### src/sv/ctirq_pkg.sv
// Package for the console timer / interrupt / pad I/O block.
// Holds the bus item, result and state types, port and function codes.
// No dependencies.
package ctirq_pkg;

  // Prescaler divide ratio for the timer
  localparam int unsigned Prescale = 1024;
  localparam int unsigned PsW      = $clog2(Prescale);

  // Function codes
  localparam logic [1:0] FuncIdle  = 2'd0;
  localparam logic [1:0] FuncRead  = 2'd1;
  localparam logic [1:0] FuncWrite = 2'd2;

  // I/O page ports, address bits 12..10
  localparam logic [2:0] PortVideo  = 3'd0;
  localparam logic [2:0] PortColour = 3'd1;
  localparam logic [2:0] PortSound  = 3'd2;
  localparam logic [2:0] PortTimer  = 3'd3;
  localparam logic [2:0] PortPad    = 3'd4;
  localparam logic [2:0] PortIrq    = 3'd5;

  // Interrupt controller sub registers, address bits 1..0
  localparam logic [1:0] IrqSubMask    = 2'd2;
  localparam logic [1:0] IrqSubPending = 2'd3;

  // Pending bit positions
  localparam int unsigned BitVideo = 1;
  localparam int unsigned BitTimer = 2;

  localparam logic [7:0] OpenBus = 8'hFF;

  typedef struct packed {
    logic [1:0]  func;
    logic [12:0] io_address;
    logic [7:0]  write_data;
    logic        vdc_irq;
    logic [7:0]  pad_buttons;
  } item_t;

  typedef struct packed {
    logic [7:0] read_data;
    logic       handled;
    logic       irq_active;
  } result_t;

  typedef struct packed {
    logic [6:0]     reload_value;
    logic [6:0]     count_value;
    logic [PsW-1:0] prescale_count;
    logic           timer_on;
    logic [2:0]     irq_mask;
    logic [2:0]     irq_flags;
    logic           pad_select;
    logic           pad_clear;
  } state_t;

endpackage

### src/sv/ctirq_if.sv
// Valid/ready channel interfaces for bus cycles in and results out.
// Depends on ctirq_pkg.
interface ctirq_req_if;
  import ctirq_pkg::*;
  logic        valid;
  logic        ready;
  logic [1:0]  func;
  logic [12:0] io_address;
  logic [7:0]  write_data;
  logic        vdc_irq;
  logic [7:0]  pad_buttons;

  modport source (output valid, func, io_address, write_data, vdc_irq, pad_buttons,
                  input ready);
  modport sink   (input valid, func, io_address, write_data, vdc_irq, pad_buttons,
                  output ready);
endinterface

interface ctirq_rsp_if;
  logic       valid;
  logic       ready;
  logic [7:0] read_data;
  logic       handled;
  logic       irq_active;

  modport source (output valid, read_data, handled, irq_active, input ready);
  modport sink   (input valid, read_data, handled, irq_active, output ready);
endinterface

### src/sv/ctirq_step.sv
// Combinational next-state and result logic for one CPU bus cycle.
// Depends on ctirq_pkg.
module ctirq_step import ctirq_pkg::*; (
  input  state_t  st_i,
  input  item_t   item_i,
  output state_t  st_o,
  output result_t res_o
);

  logic [2:0] port;
  logic [1:0] sub;
  logic       access;
  logic       foreign;
  state_t     st_io;
  logic [7:0] rd;

  assign port    = item_i.io_address[12:10];
  assign sub     = item_i.io_address[1:0];
  assign foreign = (port == PortVideo) || (port == PortColour) || (port == PortSound);
  assign access  = ((item_i.func == FuncRead) || (item_i.func == FuncWrite)) && !foreign;

  // Video level, then the I/O access
  always_comb begin
    st_io = st_i;
    st_io.irq_flags[BitVideo] = item_i.vdc_irq;
    rd = '0;
    if (access && item_i.func == FuncRead) begin
      case (port)
        PortTimer: rd = {1'b0, st_i.count_value};
        PortPad:   rd = {4'h0, st_i.pad_select ? item_i.pad_buttons[7:4]
                                               : item_i.pad_buttons[3:0]};
        PortIrq: begin
          if (sub == IrqSubMask)         rd = {5'd0, st_i.irq_mask};
          else if (sub == IrqSubPending) rd = {5'd0, st_io.irq_flags};
          else                           rd = OpenBus;
        end
        default:   rd = OpenBus;
      endcase
    end else if (access && item_i.func == FuncWrite) begin
      case (port)
        PortTimer: begin
          if (!item_i.io_address[0]) begin
            st_io.reload_value = item_i.write_data[6:0];
          end else begin
            if (!st_i.timer_on && item_i.write_data[0]) begin
              st_io.count_value    = st_i.reload_value;
              st_io.prescale_count = '0;
            end
            st_io.timer_on = item_i.write_data[0];
          end
        end
        PortPad: begin
          st_io.pad_select = item_i.write_data[0];
          st_io.pad_clear  = item_i.write_data[1];
        end
        PortIrq: begin
          if (sub == IrqSubMask)         st_io.irq_mask = item_i.write_data[2:0];
          else if (sub == IrqSubPending) st_io.irq_flags[BitTimer] = 1'b0;
        end
        default: ;
      endcase
    end
  end

  // Timer tick after the request line is sampled
  always_comb begin
    st_o = st_io;
    if (st_io.timer_on) begin
      if (st_io.prescale_count >= PsW'(Prescale - 1)) begin
        st_o.prescale_count = '0;
        if (st_io.count_value == 7'd0) begin
          st_o.count_value         = st_io.reload_value;
          st_o.irq_flags[BitTimer] = 1'b1;
        end else begin
          st_o.count_value = st_io.count_value - 7'd1;
        end
      end else begin
        st_o.prescale_count = st_io.prescale_count + PsW'(1);
      end
    end
  end

  assign res_o.read_data  = rd;
  assign res_o.handled    = access;
  assign res_o.irq_active = |(st_io.irq_flags & ~st_io.irq_mask);

endmodule

### src/sv/console_timer_irq_pad_io_core.sv
// Top level of the console timer / interrupt / pad I/O block.
// Depends on ctirq_pkg, ctirq_req_if, ctirq_rsp_if and ctirq_step.
//
// Takes one CPU bus cycle per clock and returns one result per cycle unless
// the result side stalls: read data, a handled flag (0 for video, colour and
// sound ports and idle cycles) and the CPU interrupt request. Each transaction
// passes an input register, then the state update and decode logic into a
// result register, and a new transaction can be accepted every clock unless the
// result side stalls. Back pressure on the result side stalls the input
// register; block state advances only as a result is registered.
module console_timer_irq_pad_io_core import ctirq_pkg::*; (
  input  logic        clk_i,
  input  logic        rst_ni,
  ctirq_req_if.sink   req_i,
  ctirq_rsp_if.source rsp_o
);

  item_t   item_q;
  logic    in_valid_q;
  result_t res_q;
  result_t res_d;
  logic    out_valid_q;
  state_t  st_q;
  state_t  st_d;
  logic    advance;

  assign advance     = in_valid_q && (!out_valid_q || rsp_o.ready);
  assign req_i.ready = !in_valid_q || advance;

  ctirq_step u_step (
    .st_i   (st_q),
    .item_i (item_q),
    .st_o   (st_d),
    .res_o  (res_d)
  );

  always_ff @(posedge clk_i or negedge rst_ni) begin
    if (!rst_ni) begin
      in_valid_q  <= 1'b0;
      out_valid_q <= 1'b0;
      st_q        <= '0;
    end else begin
      if (req_i.ready) begin
        in_valid_q <= req_i.valid;
      end
      if (advance) begin
        out_valid_q <= 1'b1;
        st_q        <= st_d;
      end else if (rsp_o.ready) begin
        out_valid_q <= 1'b0;
      end
    end
  end

  always_ff @(posedge clk_i) begin
    if (req_i.ready && req_i.valid) begin
      item_q.func        <= req_i.func;
      item_q.io_address  <= req_i.io_address;
      item_q.write_data  <= req_i.write_data;
      item_q.vdc_irq     <= req_i.vdc_irq;
      item_q.pad_buttons <= req_i.pad_buttons;
    end
    if (advance) begin
      res_q <= res_d;
    end
  end

  assign rsp_o.valid      = out_valid_q;
  assign rsp_o.read_data  = res_q.read_data;
  assign rsp_o.handled    = res_q.handled;
  assign rsp_o.irq_active = res_q.irq_active;

endmodule
### src/flat_wrapper.sv
// flat-port wrapper written by rule: the top's interface ports become plain ports
module console_timer_irq_pad_io_core_flat import ctirq_pkg::*;
  (clk_i, rst_ni, req_i_valid, req_i_func, req_i_io_address, req_i_write_data, req_i_vdc_irq, req_i_pad_buttons, req_i_ready, rsp_o_valid, rsp_o_read_data, rsp_o_handled, rsp_o_irq_active, rsp_o_ready);
  ctirq_req_if req_i_i ();
  ctirq_rsp_if rsp_o_i ();
  input  logic clk_i;
  input  logic rst_ni;
  input wire logic [$bits(req_i_i.valid)-1:0] req_i_valid;
  input wire logic [$bits(req_i_i.func)-1:0] req_i_func;
  input wire logic [$bits(req_i_i.io_address)-1:0] req_i_io_address;
  input wire logic [$bits(req_i_i.write_data)-1:0] req_i_write_data;
  input wire logic [$bits(req_i_i.vdc_irq)-1:0] req_i_vdc_irq;
  input wire logic [$bits(req_i_i.pad_buttons)-1:0] req_i_pad_buttons;
  output wire logic [$bits(req_i_i.ready)-1:0] req_i_ready;
  output wire logic [$bits(rsp_o_i.valid)-1:0] rsp_o_valid;
  output wire logic [$bits(rsp_o_i.read_data)-1:0] rsp_o_read_data;
  output wire logic [$bits(rsp_o_i.handled)-1:0] rsp_o_handled;
  output wire logic [$bits(rsp_o_i.irq_active)-1:0] rsp_o_irq_active;
  input wire logic [$bits(rsp_o_i.ready)-1:0] rsp_o_ready;
  assign req_i_i.valid = req_i_valid;
  assign req_i_i.func = req_i_func;
  assign req_i_i.io_address = req_i_io_address;
  assign req_i_i.write_data = req_i_write_data;
  assign req_i_i.vdc_irq = req_i_vdc_irq;
  assign req_i_i.pad_buttons = req_i_pad_buttons;
  assign req_i_ready = req_i_i.ready;
  assign rsp_o_valid = rsp_o_i.valid;
  assign rsp_o_read_data = rsp_o_i.read_data;
  assign rsp_o_handled = rsp_o_i.handled;
  assign rsp_o_irq_active = rsp_o_i.irq_active;
  assign rsp_o_i.ready = rsp_o_ready;
  console_timer_irq_pad_io_core u_core (.clk_i(clk_i), .rst_ni(rst_ni), .req_i(req_i_i), .rsp_o(rsp_o_i));
endmodule
### config.mk
export PLATFORM = sky130hd
export DESIGN_NAME = console_timer_irq_pad_io_core_flat
export DESIGN_NICKNAME = d
export VERILOG_FILES = /design/src/sv/ctirq_pkg.sv /design/src/sv/ctirq_if.sv /design/src/sv/ctirq_step.sv /design/src/sv/console_timer_irq_pad_io_core.sv /design/src/flat_wrapper.sv
export SDC_FILE = /design/constraint.sdc
export NUM_CORES = 1
export LEC_CHECK = 0
export ABC_CLOCK_PERIOD_IN_PS = 10400
export BUFFER_PORTS_ARGS = -buffer_cell sky130_fd_sc_hd__buf_4
export CAP_MARGIN = 20
export CORE_ASPECT_RATIO = 0.5
export CORE_MARGIN = 2
export CORE_UTILIZATION = 64
export CTS_BUF_LIST = sky130_fd_sc_hd__clkbuf_8
export CTS_CLUSTER_DIAMETER = 120
export DETAILED_ROUTE_END_ITERATION = 8
export PLACE_DENSITY = 0.88
export SLEW_MARGIN = 10
export SYNTH_ARGS = -nofsm -noshare
export SYNTH_HDL_FRONTEND = slang
export SYNTH_SLANG_ARGS = --single-unit
### constraint.sdc
create_clock -name clk_i -period 10.4 [get_ports clk_i]
set_clock_uncertainty 0.1 [all_clocks]
set_input_delay 2.08 -clock clk_i [delete_from_list [all_inputs] [get_ports clk_i]]
set_output_delay 2.08 -clock clk_i [all_outputs]
set_load 0.05 [all_outputs]
==> run summary, run 1 <==
Post-DP HPWL = 5.17 mm
Clock Tree Buf Depth = 2
Die H = 56.0 um
Final Hold Fails = 0
Most common cell after layout, fill and taps aside = buf_4
Element type at the critical path start = input port
Total number of vias = 2764
Number of fill cells = 323
CTS Buf Count = 9
Max Slew Vio Count = 0
Register area share after synthesis = 51.8%
Worst skew pair latency = 0.35 ns
Placer Congestion = 0.920
Total power draw = 0.621 mW
Final Critical Period = 4.76 ns
Crit end category = output pin
H-tree depth = 3
Initial core utilization = 68.3%
Distinct cells, synth = 56
EDFF count, synth = 33
Share of cells above drive strength 1 = 22.9%
Peak VDD IR = 116 uV
RSZ-0062 raised after global routing = false
DRC = 0
Row cnt = 18
Via density = 6.32
Worst Hold Class = reg2reg
Root Buffer Master = clkbuf_8
TritonCTS clock tree = done
Final ANT Viol Nets = 0
Core area = 0.00507 mm^2
Mapped Avg Cell Area = 10.8 um^2
Setup Viol. Count Final = 0
P_leak = 1.64 nW
Max cap viols = 0
Net Count, Synth = 362
Global Route Usage Sum = 27.7%
Largest net degree at the start of global routing = 33
Pwr dens = 156 mW/mm^2
Per-cell routed wire length = 17.6 um
Synth Flop Type = edfxtp_1
Syn Inst Count = 322
Actual slew at the worst max-slew pin = 1.02 ns
Async S/R FF share, synth = 49.2%
Top achievable clock speed = 210 MHz
Area Overhead vs Synth = 14.9%
Io pins = 48
First-pass GRT wire length = 12.8 mm
Critical Path AT = 2.58 ns
Cts-stage hold buffer count = 0
Critical path type = in2out
Total grt overflow = 0
Port Buf Inserts = 38
Post-Route WL = 7.70 mm
Relative slew margins = 32.1%
Post-CTS Setup Bufs = 0
Number of diodes = 0
Area share of the largest cell type after synthesis = 28.6%
Layout net count = 402
Final instance area = 0.00398 mm^2
Status = completed
Area of the die = 0.00605 mm^2
Vias in the first global route = 2683
Reg clk slew, reported paths = 0.07 ns
Initial DRC count = 275
Drt pass-1 iters = 5
Top cells by area, synth = edfxtp_1 29%, dfrtp_1 23%, mux2_2 6.8%, mux2i_1 3.5%, nor2_1 3.5%
Most frequent cells in the layout = 41 x buf_4, 33 x edfxtp_1, 32 x nor2_1, 32 x dfrtp_1, 30 x nand2_1
Required time of the critical path = 8.22 ns
Placement Cell Area = 0.00379 mm^2
Fin crit share = 45.8%
Initial antenna violation count = 0
Seq cells post-synth = 65
Worst Path Max Fanout = 3
Cell taking the most area after synthesis = edfxtp_1
# resized after CTS = 0
WHS = 0.414 ns
Synth Warn # = 0
CTS sink count = 65
Total negative setup slack = 0 ns
Post-synthesis cell area = 0.00346 mm^2
DIE WIDTH = 108 um
## synthesized netlist by cell type, types with 3 or more instances
master,count
edfxtp_1,33
and2_1,5
nor3_1,8
nor3b_1,4
o31ai_1,5
or3_1,6
dfrtp_1,32
nand4_1,3
ha_1,4
buf_2,5
clkbuf_1,6
a31oi_1,3
a22oi_1,3
a211oi_1,4
o21ai_0,10
nand3b_1,4
nand2b_1,8
nand2_1,30
mux2_2,21
inv_1,10
a21oi_1,18
nor2_1,32
o22ai_1,5
o211ai_1,4
mux2i_1,12
nand3_1,8
## through the flow
step	setup WS, ns	instances	util (%)
finish	5.64	437	78.5
global route	5.59	437	78.5
CTS	5.64	436	78.3
detailed placement	5.64	420	74.9
global placement	5.65	420	74.9
floorplan	5.66	322	-
## final timing paths
path / start / endpoint / slack (ns) / cells after the start
hold reg to reg: u_core.in_valid_q / u_core.rsp_o.valid / 0.41 / 1
setup / recovery: rsp_o_ready / req_i_ready / 5.64 / 3
min in group asynchronous: rst_ni / u_core.st_q[13] / 1.56 / 1
hold / removal: u_core.in_valid_q / u_core.rsp_o.valid / 0.41 / 1
max in group asynchronous: rst_ni / u_core.st_q[31] / 8.32 / 1
setup reg to reg: u_core.item_q[27] / u_core.st_q[22] / 6.34 / 11
## report_power, final
group	switching, mW	internal (mW)	total [mW]
registers	0.0251	0.293	0.318
logic	0.0622	0.0452	0.107
clock network	0.108	0.0879	0.196
## final cells by class
cell class | instances | area, um^2 | share of cell area (%)
Multi-Input combinational cell | 234 | 1570 | 39.4
Clock buffer | 9 | 124 | 3.11
Clock inverter | 7 | 52.6 | 1.32
Timing Repair Buffer | 42 | 315 | 7.93
Inverter | 10 | 37.5 | 0.944
Sequential cell | 65 | 1790 | 45.0
Tap cell | 70 | 87.6 | 2.20
## registers in the layout, indices dropped and copies added, names as in the netlist, named ones only
name,count
u_core.in_valid_q,1
u_core.item_q,23
u_core.rsp_o.handled,1
u_core.rsp_o.irq_active,1
u_core.rsp_o.read_data,8
u_core.rsp_o.valid,1
u_core.st_q,29
## worst max-delay path, stage by stage
cell and delay (ns):
buf_4 0.11, nand3b_1 0.17, buf_4 0.21
## cells by family after synthesis
group | after synthesis | share of synthesized area (%)
adder cells (fa/ha/maj) | 4 | 1.45
AO/OA/AOI/OAI | 69 | 13.6
buffers and inverters | 23 | 2.93
XOR/XNOR | 4 | 1.01
AND/OR/NAND/NOR | 124 | 19.0
flip-flops | 65 | 51.8
multiplexers | 33 | 10.3
## layer usage
metal / track usage, % / part of all wire [%] / vias to the layer above
met5: 0 / 0 / -
met4: 12.6 / 2.1 / 0
met3: 8.20 / 7.3 / 22
met2: 42.3 / 48 / 113
met1: 36.6 / 43 / 1347
li1: - / - / 1282
No activity file was read; power rests on OpenSTA's default activity.
==> run 2: changes to the inputs <==
Settings changed: ABC_AREA set to 1, ABC_CLOCK_PERIOD_IN_PS 10400 to 4600, CORE_UTILIZATION 64 to 60, PLACE_DENSITY 0.88 to 0.83.
Clock period 10.4 ns to 4.6 ns, I/O delays scaled along.
==> run summary, run 2 <==
Worst Hold Class = reg2reg
Status = completed
Register area share after synthesis = 51.4%
Syn Inst Count = 395
DIE WIDTH = 112 um
Relative slew margins = 40.8%
Mapped Avg Cell Area = 8.82 um^2
Final Hold Fails = 0
Clock Tree Buf Depth = 2
Peak VDD IR = 274 uV
Top-count cell post-synth = nand2_1
Initial DRC count = 273
Net Count, Synth = 435
DRC = 0
Per-cell routed wire length = 14.3 um
Critical path type = reg2reg
Final ANT Viol Nets = 0
Post-synthesis cell area = 0.00348 mm^2
Critical Path AT = 3.26 ns
Post-Route WL = 7.35 mm
Worst skew pair latency = 0.36 ns
Final std cells w/o fill = 515
# resized after CTS = 0
Commonest cells post-synth = 115 x nand2_1, 53 x inv_1, 34 x nand3_1
Most common cell after layout, fill and taps aside = nand2_1
Placed Cells = 499
CTS sink count = 65
Reg clk slew, reported paths = 0.08 ns
CTS Buf Count = 9
Final instance area = 0.00402 mm^2
Distinct cells, synth = 39
Port Buf Inserts = 38
First-pass GRT wire length = 12.3 mm
Post-CTS Setup Bufs = 0
Placement Cell Area = 0.00382 mm^2
Worst Path Max Fanout = 23
Cts-stage hold buffer count = 0
Top achievable clock speed = 321 MHz
Area Overhead vs Synth = 15.5%
Vias in the first global route = 2716
EDFF count, synth = 33
Total number of vias = 2863
Core area = 0.00554 mm^2
Pwr dens = 416 mW/mm^2
TritonCTS clock tree = done
Seq cells post-synth = 65
Initial core utilization = 62.9%
Max Slew Vio Count = 0
Most frequent cells in the layout = 115 x nand2_1, 53 x inv_1, 40 x buf_4, 34 x nand3_1, 33 x edfxtp_1
Layout net count = 477
R2R depth = 16
Placer Congestion = 0.925
Worst reg-to-reg setup slack = 1.48 ns
Max FFs per register = 29
Total negative setup slack = 0 ns
Root Buffer Master = clkbuf_8
Area of the die = 0.00647 mm^2
Max cap viols = 0
Top cells by area, synth = edfxtp_1 28%, dfrtp_1 23%, nand2_1 12%, inv_1 5.7%, nand3_1 4.9%
Drt pass-1 iters = 5
Fin crit share = 67.8%
Largest net degree at the start of global routing = 33
Share of cells above drive strength 1 = 19.9%
Io pins = 48
Total grt overflow = 0
Hold Crit Depth = 2
Actual slew at the worst max-slew pin = 0.886 ns
FF-to-FF Start = u_core.item_q[31]
Via density = 5.56
Async S/R FF share, synth = 49.2%
H-tree depth = 3
Initial antenna violation count = 0
RSZ-0062 raised after global routing = false
Required time of the critical path = 4.75 ns
P_leak = 1.82 nW
Register bank with the most flops = u_core.st_q
Synth Warn # = 0
Die H = 57.9 um
Cell taking the most area after synthesis = edfxtp_1
R2r endpoint = u_core.st_q[22]
Area share of the largest cell type after synthesis = 28.4%
Number of diodes = 0
Final Critical Period = 3.12 ns
Row cnt = 19
Post-DP HPWL = 5.18 mm
Synth Flop Type = edfxtp_1
Setup Viol. Count Final = 0
Crit end category = register
Element type at the critical path start = register
Global Route Usage Sum = 24.9%
run 2: cell type report:
cell class                 instances  area [um^2]
fill                             396         1520
tap                               73         91.3
inverter                          54          203
clock buffer                      10          138
clock inverter                     6         67.6
timing repair buffer              40          300
multi-input combinational        267         1430
sequential                        65         1790
run 2: cells by family after synthesis:
kind of cell,count (synthesis),share of synthesized area [%]
buffers and inverters,63,7.47
muxes,6,1.87
AOI/OAI and AO/OA,54,9.16
and+or+nand+nor,199,27.6
xor gates and xnor gates,4,1.01
DFF,65,51.4
adders and majority gates,4,1.44
run 2: routing by layer:
metal / share of wire (%) / global-route usage [%] / up-vias / wire [um]
met1: 41 / 31.0 / 1304 / 2990
met4: 2.2 / 11.5 / 0 / 160
li1: - / - / 1389 / -
met3: 8.7 / 7.85 / 20 / 643
met5: 0 / 0 / - / 0
met2: 48 / 41.0 / 150 / 3560
run 2: worst max-delay path by stage:
stage / start / end / depth (start not counted)
2_1_floorplan: u_core.item_q[31] / u_core.st_q[22] / 18
3_3_place_gp: u_core.item_q[31] / u_core.st_q[22] / 16
3_5_place_dp: u_core.item_q[31] / u_core.st_q[22] / 16
4_1_cts: u_core.item_q[31] / u_core.st_q[22] / 16
5_1_grt: u_core.item_q[30] / u_core.st_q[25] / 17
6_report: u_core.item_q[31] / u_core.st_q[22] / 16
run 2: power by group:
group | switching, mW | total (mW) | internal, mW | leakage, nW
registers | 0.0538 | 0.753 | 0.699 | 0.757
logic | 0.285 | 0.425 | 0.139 | 0.966
clock network | 0.232 | 0.497 | 0.265 | 0.0985
run 2: critical path, cell delays in order, from the launching register on:
cell and delay (ns):
edfxtp_1 0.39, ha_1 0.29, inv_1 0.08, nand2_4 0.11, nor2_8 0.05, nand3_4 0.24, inv_1 0.11, nor2_1 0.16
ha_1 0.20, nand2_1 0.05, nand3b_1 0.17, nor2_1 0.29, nand3_4 0.25, nor2_4 0.26, nand3_1 0.12, nand3_1 0.08
nand2_1 0.06
run 2: stage by stage:
stage	power (mW)	hold slack (ns)	setup WS, ns	utilization, %
finish	1.68	0.391	1.48	72.6
global route	1.76	0.418	1.12	72.6
CTS	1.68	0.399	1.50	72.6
detailed placement	1.18	0.381	1.50	68.9
global placement	1.16	0.367	1.63	68.9
floorplan	1.07	0.349	1.85	-
